<file path="config.mk">
export PLATFORM = sky130hd
export DESIGN_NAME = button_click_long_press_detector_core
export DESIGN_NICKNAME = d
export VERILOG_FILES = /design/src/rtl/core/bcld_pkg.sv /design/src/rtl/core/bcld_cfg_regs.sv /design/src/rtl/core/bcld_classifier.sv /design/src/rtl/core/button_click_long_press_detector_core.sv
export SDC_FILE = /design/constraint.sdc
export NUM_CORES = 1
export LEC_CHECK = 0
export BUFFER_PORTS_ARGS = -buffer_cell sky130_fd_sc_hd__buf_4
export CAP_MARGIN = 30
export CELL_PAD_IN_SITES_DETAIL_PLACEMENT = 0
export CELL_PAD_IN_SITES_GLOBAL_PLACEMENT = 1
export CORE_MARGIN = 4
export CORE_UTILIZATION = 50
export CTS_BUF_LIST = sky130_fd_sc_hd__clkbuf_4
export DETAILED_ROUTE_END_ITERATION = 10
export GPL_TIMING_DRIVEN = 0
export PLACE_DENSITY_LB_ADDON = 0.1
export SLEW_MARGIN = 20
export SYNTH_ARGS = -nofsm -noshare
export SYNTH_HDL_FRONTEND = slang
export SYNTH_SLANG_ARGS = --single-unit
</file>
<file path="constraint.sdc">
create_clock -name clk -period 10.3 [get_ports clk]
set_clock_uncertainty 0.15 [all_clocks]
set_input_delay 2.06 -clock clk [delete_from_list [all_inputs] [get_ports clk]]
set_output_delay 2.06 -clock clk [all_outputs]
set_load 0.03 [all_outputs]
</file>
<file path="src/rtl/core/bcld_pkg.sv">
// Shared types and constants for the button click / long press detector.
// Holds the phase encoding, event bit positions, register indexes and the
// configuration bundle. No dependencies.
`timescale 1ns / 1ps
`default_nettype none

package bcld_pkg;

    // widths of the item fields and registers
    localparam int TimeWidth  = 32;
    localparam int MsWidth    = 16;
    localparam int EventWidth = 6;
    localparam int CfgIdxW    = 3;
    localparam int CfgDataW   = 16;

    // event bit positions
    localparam int EvPressStart = 0;
    localparam int EvClick      = 1;
    localparam int EvDouble     = 2;
    localparam int EvLongStart  = 3;
    localparam int EvLongDuring = 4;
    localparam int EvLongStop   = 5;

    // configuration register indexes
    typedef enum logic [CfgIdxW-1:0] {
        CFG_DEBOUNCE     = 3'd0,
        CFG_CLICK_WINDOW = 3'd1,
        CFG_LONG_PRESS   = 3'd2,
        CFG_ACTIVE_LOW   = 3'd3,
        CFG_EVENT_ENABLE = 3'd4
    } cfg_idx_t;

    // reset values of the registers
    localparam logic [MsWidth-1:0]    DebounceReset    = 16'd50;
    localparam logic [MsWidth-1:0]    ClickWindowReset = 16'd600;
    localparam logic [MsWidth-1:0]    LongPressReset   = 16'd1000;
    localparam logic                  ActiveLowReset   = 1'b1;
    localparam logic [EventWidth-1:0] EventEnableReset = 6'h3f;

    // one-hot press phases
    typedef enum logic [4:0] {
        PH_IDLE     = 5'b00001,
        PH_HELD     = 5'b00010,
        PH_RELEASED = 5'b00100,
        PH_SECOND   = 5'b01000,
        PH_LONG     = 5'b10000
    } phase_t;

    // configuration bundle seen by the classifier
    typedef struct packed {
        logic [MsWidth-1:0]    debounce_ms;
        logic [MsWidth-1:0]    click_window_ms;
        logic [MsWidth-1:0]    long_press_ms;
        logic                  active_low;
        logic [EventWidth-1:0] event_enable;
    } cfg_t;

    // one classified result
    typedef struct packed {
        logic [EventWidth-1:0] events;
        logic                  long_pressed;
        logic [TimeWidth-1:0]  pressed_ms;
    } result_t;

endpackage

`default_nettype wire

</file>
<file path="src/rtl/core/bcld_cfg_regs.sv">
// Configuration register file of the button detector.
// Plain write port, no read-back; depends on bcld_pkg.
`timescale 1ns / 1ps
`default_nettype none

module bcld_cfg_regs
(
    input  wire logic                          clk,
    input  wire logic                          rst_n,
    input  wire logic                          cfg_write_en,
    input  wire logic [bcld_pkg::CfgIdxW-1:0]  cfg_index,
    input  wire logic [bcld_pkg::CfgDataW-1:0] cfg_data,
    output bcld_pkg::cfg_t                     cfg
);

    bcld_pkg::cfg_t cfg_reg;
    bcld_pkg::cfg_t cfg_next;

    // register decode, unknown indexes leave everything as is
    always_comb
    begin
        cfg_next = cfg_reg;
        if (cfg_write_en)
        begin
            case (cfg_index)
                bcld_pkg::CFG_DEBOUNCE:     cfg_next.debounce_ms     = cfg_data;
                bcld_pkg::CFG_CLICK_WINDOW: cfg_next.click_window_ms = cfg_data;
                bcld_pkg::CFG_LONG_PRESS:   cfg_next.long_press_ms   = cfg_data;
                bcld_pkg::CFG_ACTIVE_LOW:   cfg_next.active_low      = cfg_data[0];
                bcld_pkg::CFG_EVENT_ENABLE:
                    cfg_next.event_enable = cfg_data[bcld_pkg::EventWidth-1:0];
                default: cfg_next = cfg_reg;
            endcase
        end
    end

    always_ff @(posedge clk or negedge rst_n)
    begin
        if (!rst_n)
        begin
            cfg_reg.debounce_ms     <= bcld_pkg::DebounceReset;
            cfg_reg.click_window_ms <= bcld_pkg::ClickWindowReset;
            cfg_reg.long_press_ms   <= bcld_pkg::LongPressReset;
            cfg_reg.active_low      <= bcld_pkg::ActiveLowReset;
            cfg_reg.event_enable    <= bcld_pkg::EventEnableReset;
        end
        else
        begin
            cfg_reg <= cfg_next;
        end
    end

    assign cfg = cfg_reg;

endmodule

`default_nettype wire

</file>
<file path="src/rtl/core/bcld_classifier.sv">
// Press classifier: phase machine, press/release timestamps and long flag.
// Classifies one sample per step; depends on bcld_pkg.
`timescale 1ns / 1ps
`default_nettype none

module bcld_classifier
(
    input  wire logic                           clk,
    input  wire logic                           rst_n,
    input  wire logic                           step,
    input  wire logic [bcld_pkg::TimeWidth-1:0] now_ms,
    input  wire logic                           pin_level,
    input  wire bcld_pkg::cfg_t                 cfg,
    output bcld_pkg::result_t                   result
);

    bcld_pkg::phase_t                 phase_reg, phase_next;
    logic [bcld_pkg::TimeWidth-1:0]   press_time_reg, press_time_next;
    logic [bcld_pkg::TimeWidth-1:0]   release_time_reg, release_time_next;
    logic                             long_flag_reg, long_flag_next;
    logic [bcld_pkg::EventWidth-1:0]  ev;
    logic                             active;
    logic [bcld_pkg::TimeWidth-1:0]   since_press;
    logic [bcld_pkg::TimeWidth-1:0]   since_release;
    logic [bcld_pkg::TimeWidth-1:0]   debounce_w;
    logic [bcld_pkg::TimeWidth-1:0]   window_w;
    logic [bcld_pkg::TimeWidth-1:0]   long_w;

    // elapsed times, modulo 2^32
    assign active        = (pin_level != cfg.active_low);
    assign since_press   = now_ms - press_time_reg;
    assign since_release = now_ms - release_time_reg;
    assign debounce_w    = {{(bcld_pkg::TimeWidth-bcld_pkg::MsWidth){1'b0}}, cfg.debounce_ms};
    assign window_w      = {{(bcld_pkg::TimeWidth-bcld_pkg::MsWidth){1'b0}},
                            cfg.click_window_ms};
    assign long_w        = {{(bcld_pkg::TimeWidth-bcld_pkg::MsWidth){1'b0}}, cfg.long_press_ms};

    // phase machine
    always_comb
    begin
        phase_next        = phase_reg;
        press_time_next   = press_time_reg;
        release_time_next = release_time_reg;
        long_flag_next    = long_flag_reg;
        ev                = '0;
        case (phase_reg)
            bcld_pkg::PH_HELD:
            begin
                if (!active && since_press < debounce_w)
                begin
                    phase_next = bcld_pkg::PH_IDLE;
                end
                else if (!active)
                begin
                    phase_next        = bcld_pkg::PH_RELEASED;
                    release_time_next = now_ms;
                end
                else if (since_press > long_w)
                begin
                    long_flag_next                  = 1'b1;
                    ev[bcld_pkg::EvLongStart]       = 1'b1;
                    ev[bcld_pkg::EvLongDuring]      = 1'b1;
                    phase_next                      = bcld_pkg::PH_LONG;
                    release_time_next               = now_ms;
                end
                else
                begin
                    ev[bcld_pkg::EvPressStart] = 1'b1;
                end
            end
            bcld_pkg::PH_RELEASED:
            begin
                if (!cfg.event_enable[bcld_pkg::EvDouble] || since_press > window_w)
                begin
                    ev[bcld_pkg::EvClick] = 1'b1;
                    phase_next            = bcld_pkg::PH_IDLE;
                end
                else if (active && since_release > debounce_w)
                begin
                    phase_next      = bcld_pkg::PH_SECOND;
                    press_time_next = now_ms;
                end
            end
            bcld_pkg::PH_SECOND:
            begin
                if (!active && since_press > debounce_w)
                begin
                    ev[bcld_pkg::EvDouble] = 1'b1;
                    phase_next             = bcld_pkg::PH_IDLE;
                    release_time_next      = now_ms;
                end
            end
            bcld_pkg::PH_LONG:
            begin
                if (!active)
                begin
                    long_flag_next           = 1'b0;
                    ev[bcld_pkg::EvLongStop] = 1'b1;
                    phase_next               = bcld_pkg::PH_IDLE;
                    release_time_next        = now_ms;
                end
                else
                begin
                    long_flag_next             = 1'b1;
                    ev[bcld_pkg::EvLongDuring] = 1'b1;
                end
            end
            default:
            begin
                // idle, and any stray code behaves as idle
                phase_next = bcld_pkg::PH_IDLE;
                if (active)
                begin
                    phase_next      = bcld_pkg::PH_HELD;
                    press_time_next = now_ms;
                end
            end
        endcase
    end

    // result for this sample, seen after the update
    assign result.events       = ev & cfg.event_enable;
    assign result.long_pressed = long_flag_next;
    assign result.pressed_ms   = release_time_next - press_time_next;

    // state registers advance once per classified sample
    always_ff @(posedge clk or negedge rst_n)
    begin
        if (!rst_n)
        begin
            phase_reg        <= bcld_pkg::PH_IDLE;
            press_time_reg   <= '0;
            release_time_reg <= '0;
            long_flag_reg    <= 1'b0;
        end
        else if (step)
        begin
            phase_reg        <= phase_next;
            press_time_reg   <= press_time_next;
            release_time_reg <= release_time_next;
            long_flag_reg    <= long_flag_next;
        end
    end

endmodule

`default_nettype wire

</file>
<file path="src/rtl/core/button_click_long_press_detector_core.sv">
// Button click / double click / long press detector, top level.
// Uses bcld_pkg, bcld_cfg_regs and bcld_classifier.
//
// Usage:
//   Input channel (in_valid / in_stall) carries one sample tick per item:
//   a millisecond timestamp now_ms and the raw pin_level. Output channel
//   (out_valid / out_stall) returns exactly one result item per sample:
//   the enabled events, the long press flag and the last press duration.
//   Path: a sample accepted at a clock edge lands in the input
//   register, is classified and written to the output register when
//   it advances, and its result then shows on the ports.
//   Throughput: one item per clock while out_stall does not hold a result;
//   the phase update is combinational between the input and output registers.
//   Stall: when out_stall holds a result, the input register keeps its
//   sample and in_stall rises while it is full; no item is lost.
//   Reset: clears both pipeline valids, sets the phase machine to idle
//   with zero timestamps, and loads register defaults 50, 600, 1000,
//   active low, all events enabled. Register writes are for the user to
//   make only when the block is idle, which the block itself does not enforce; they apply to the next sample.
`timescale 1ns / 1ps
`default_nettype none

module button_click_long_press_detector_core
(
    input  wire logic                            clk,
    input  wire logic                            rst_n,
    // configuration write port
    input  wire logic                            cfg_write_en,
    input  wire logic [bcld_pkg::CfgIdxW-1:0]    cfg_index,
    input  wire logic [bcld_pkg::CfgDataW-1:0]   cfg_data,
    // sample items
    input  wire logic                            in_valid,
    output logic                                 in_stall,
    input  wire logic [bcld_pkg::TimeWidth-1:0]  now_ms,
    input  wire logic                            pin_level,
    // result items
    output logic                                 out_valid,
    input  wire logic                            out_stall,
    output logic [bcld_pkg::EventWidth-1:0]      events,
    output logic                                 long_pressed,
    output logic [bcld_pkg::TimeWidth-1:0]       pressed_ms
);

    bcld_pkg::cfg_t                  cfg;
    bcld_pkg::result_t               result;
    logic                            s1_valid_reg;
    logic [bcld_pkg::TimeWidth-1:0]  s1_now_reg;
    logic                            s1_pin_reg;
    logic                            out_valid_reg;
    bcld_pkg::result_t               out_reg;
    logic                            advance;
    logic                            in_accept;

    bcld_cfg_regs u_cfg
    (
        .clk          (clk),
        .rst_n        (rst_n),
        .cfg_write_en (cfg_write_en),
        .cfg_index    (cfg_index),
        .cfg_data     (cfg_data),
        .cfg          (cfg)
    );

    // handshake control
    assign advance   = s1_valid_reg && (!out_valid_reg || !out_stall);
    assign in_stall  = s1_valid_reg && !advance;
    assign in_accept = in_valid && !in_stall;

    bcld_classifier u_cls
    (
        .clk       (clk),
        .rst_n     (rst_n),
        .step      (advance),
        .now_ms    (s1_now_reg),
        .pin_level (s1_pin_reg),
        .cfg       (cfg),
        .result    (result)
    );

    // input register
    always_ff @(posedge clk or negedge rst_n)
    begin
        if (!rst_n)
        begin
            s1_valid_reg <= 1'b0;
        end
        else if (in_accept)
        begin
            s1_valid_reg <= 1'b1;
        end
        else if (advance)
        begin
            s1_valid_reg <= 1'b0;
        end
    end

    always_ff @(posedge clk)
    begin
        if (in_accept)
        begin
            s1_now_reg <= now_ms;
            s1_pin_reg <= pin_level;
        end
    end

    // output register
    always_ff @(posedge clk or negedge rst_n)
    begin
        if (!rst_n)
        begin
            out_valid_reg <= 1'b0;
        end
        else if (advance)
        begin
            out_valid_reg <= 1'b1;
        end
        else if (!out_stall)
        begin
            out_valid_reg <= 1'b0;
        end
    end

    always_ff @(posedge clk)
    begin
        if (advance)
        begin
            out_reg <= result;
        end
    end

    assign out_valid    = out_valid_reg;
    assign events       = out_reg.events;
    assign long_pressed = out_reg.long_pressed;
    assign pressed_ms   = out_reg.pressed_ms;

endmodule

`default_nettype wire
</file>
==> metrics.yaml <==
logic_synthesis:
  ys_ff_latch: 199
  yosysTopAreaCell: "dfrtp_1"
  ys.flop_type: "dfrtp_1"
  syn_area_um2: 14800
  avgSynthCellArea_um2: 9.62
  syn_nets: 1757
  yosysUniqueCellTypes: 83
  ys_warn_count: 0
  synth.top_cell.area_share: 0.179
  synth-edff-count: 72
  synth.area.top_cells: "dfrtp_1, edfxtp_1, ha_1"
  seq_area_frac_synth: 0.362
  syn_inst: 1540
  async_flop_share: 0.638
setup_path:
  crit_fanout: 10
  cp-end-kind: "flip-flop"
  max_stage_delay_ns: 0.56
  crit_arrival_ns: 10.02
  slowest_stage: "o21ai_0"
  worstRegToRegCells: 36
  cp-start-kind: "flip-flop"
  cp_common_cell: "o21ai_0"
  reg2reg_from: "s1_now_reg[0]"
  reg2reg_to: "pressed_ms[29]"
  criticalPathCategory: "reg -> reg"
  ff2ff_setup_slack_ns: 0.55
  cp.required_ns: 10.57
cts:
  clock-root-buffer: "clkbuf_4"
  clock-sinks: 199
  tritoncts.num_buffers: 17
  post-cts-setup-buffer-count: 0
  insertion_delay_ns: 0.65
  hold_buffers: 0
  h-tree-depth: 4
  clk_pin_slew_worst_paths_ns: 0.18
  cts_resized: 0
  tritoncts: "built"
  clock_tree.buffer_depth: 2
placement:
  gp_congestion: 0.900
  hpwl_mm: 31.0
  port_buffers: 97
  placed_area_um2: 16100
  dpl_worst_slack_ns: 0.674
  dp.cells: 2023
pwr:
  p_int_mw: 3.21
  power.density_nw_per_um2: 377
  swShare: 0.482
  peakVddDrop_v: 0.000233
  p_switching_mw: 2.98
  leakage_nw: 7.31
  power_frac_clock: 0.076
  pwr-share-comb: 0.700
  power_frac_seq: 0.224
floorplanning:
  die-area_um2: 32400
  die_h_um: 180
  core_area_um2: 28900
  die_w_um: 180
  io_pins: 98
  start_util: 0.512
  row_count: 62
grt:
  grt_pass1_vias: 11500
  antenna_found_initial: 2
  grt-ovfl-total: 0
  track_usage: 0.239
  grt_max_degree: 76
  grt_first_pass_wirelength_mm: 62.1
timing:
  finalMaxSlewViolations: 0
  grt_setup_unrepaired: "false"
  period_share: 0.947
  slew_headroom: 0.475
  timing.final.crit_period_ns: 9.75
  setup_slack_ns: 0.549
  hold_viol_final: 0
  worst_slew_pin_slew_ns: 0.782
  fin_tns_setup_ns: 0
  clock.fmax_mhz: 103
  setup_viol: 0
hold_path:
  whs_endpoint: "out_valid"
  min-delay-start: "s1_valid_reg"
  min_path_cells: 1
  hold_path.class: "reg -> reg"
detailed_routing:
  wl_mm: 38.6
  vias: 11600
  wl_per_cell_um: 18.8
  drc: 0
  viasPerCell: 5.63
  ant_nets: 0
  first_pass_iters: 5
  drt_iter0_drc: 526
finish:
  finalInstanceArea_um2: 16400
  layout_common_cells: "ha_1, inv_1, nand2_1"
  final_common_cell: "ha_1"
  layout.cells.non_filler: 2058
  nNetsFinal: 1876
  multiInputGateArea_um2: 8680
  seqCellArea_um2: 5370
  largest_reg_flops: 55
  nFillCells: 2636
  drive_gt1_frac: 0.156
  area_growth_syn_to_layout_pct: 10.8
job:
  maxCapViolations: 0
outcome:
  status: "complete, no violations"
-- synthesized netlist by cell type, drive strengths merged (22+ instances only) --
cell	number
a21o	32
a21oi	100
clkbuf	28
dfrtp	106
edfxtp	72
ha	157
inv	141
mux2	104
mux2i	38
nand2	121
nand2b	23
nand3	26
nor2	93
nor3	31
o21a	22
o21ai	116
xnor2	41
xor2	23
-- power groups by stage --
stage               Clock, mW  Combinational [mW]  Sequential (mW)
floorplan                   0                3.08             1.48
global placement            0                4.22             1.39
detailed placement          0                4.29             1.39
CTS                     0.489                4.32             1.38
global route            0.523                4.85             1.41
finish                  0.472                4.33             1.38
-- metrics by stage --
step                 util  hold WS (ns)  total power, mW
finish              0.567         0.356             6.19
global route        0.567         0.396             6.79
CTS                 0.567         0.362             6.19
detailed placement  0.556         0.325             5.69
global placement    0.554         0.323             5.61
floorplan               -         0.298             4.57
-- worst max-delay path by stage --
stage	from	endpoint	slack, ns
after CTS	s1_now_reg[0]	pressed_ms[29]	0.68
after global placement	s1_now_reg[0]	pressed_ms[29]	0.64
after floorplan	s1_now_reg[0]	pressed_ms[29]	2.77
after global routing	s1_now_reg[0]	pressed_ms[29]	0.09
after detailed placement	s1_now_reg[0]	pressed_ms[29]	0.67
final	s1_now_reg[0]	pressed_ms[29]	0.55
-- kinds of logic (layout without fill, tap and decap cells) --
kind of cell             after synthesis  after routing  share of synthesized area
AND/OR/NAND/NOR                      403            403                      0.134
AO/OA/AOI/OAI                        387            387                      0.166
flip-flops                           199            199                      0.362
buffers and inverters                185            317                     0.0513
adder cells (fa/ha/maj)              160            160                      0.137
multiplexers                         142            142                      0.112
XOR/XNOR                              64             64                     0.0379
other                                  0              2                          0
-- metal layers --
layer / vias to the layer above / wire [um] / global-route usage
met5: - / 0 / 0
met4: 0 / 595 / 0.0572
met3: 26 / 1590 / 0.0412
met2: 192 / 17400 / 0.376
met1: 5554 / 19100 / 0.348
li1: 5809 / - / -
-- area by class of cell --
type                            instances  area share
Clock inverter                         15      0.0114
Inverter                              141      0.0323
Multi-Input combinational cell       1156       0.529
Sequential cell                       199       0.327
Buffer                                 44      0.0143
Tap cell                              384      0.0293
Timing Repair Buffer                  100      0.0481
Antenna cell                            2    0.000305
Clock buffer                           17     0.00778
-- worst max-delay path: cells and delay by family, from the launching register on --
kind,cells,cell delay (ns)
multiplexers,1,0.28
AND/OR/NAND/NOR,10,2.27
AO/OA/AOI/OAI,17,4.40
flip-flops,1,0.47
adder cells (fa/ha/maj),4,1.23
buffers and inverters,2,0.39
XOR/XNOR,2,0.34
Note: power is estimated with default switching activity, not from simulation.
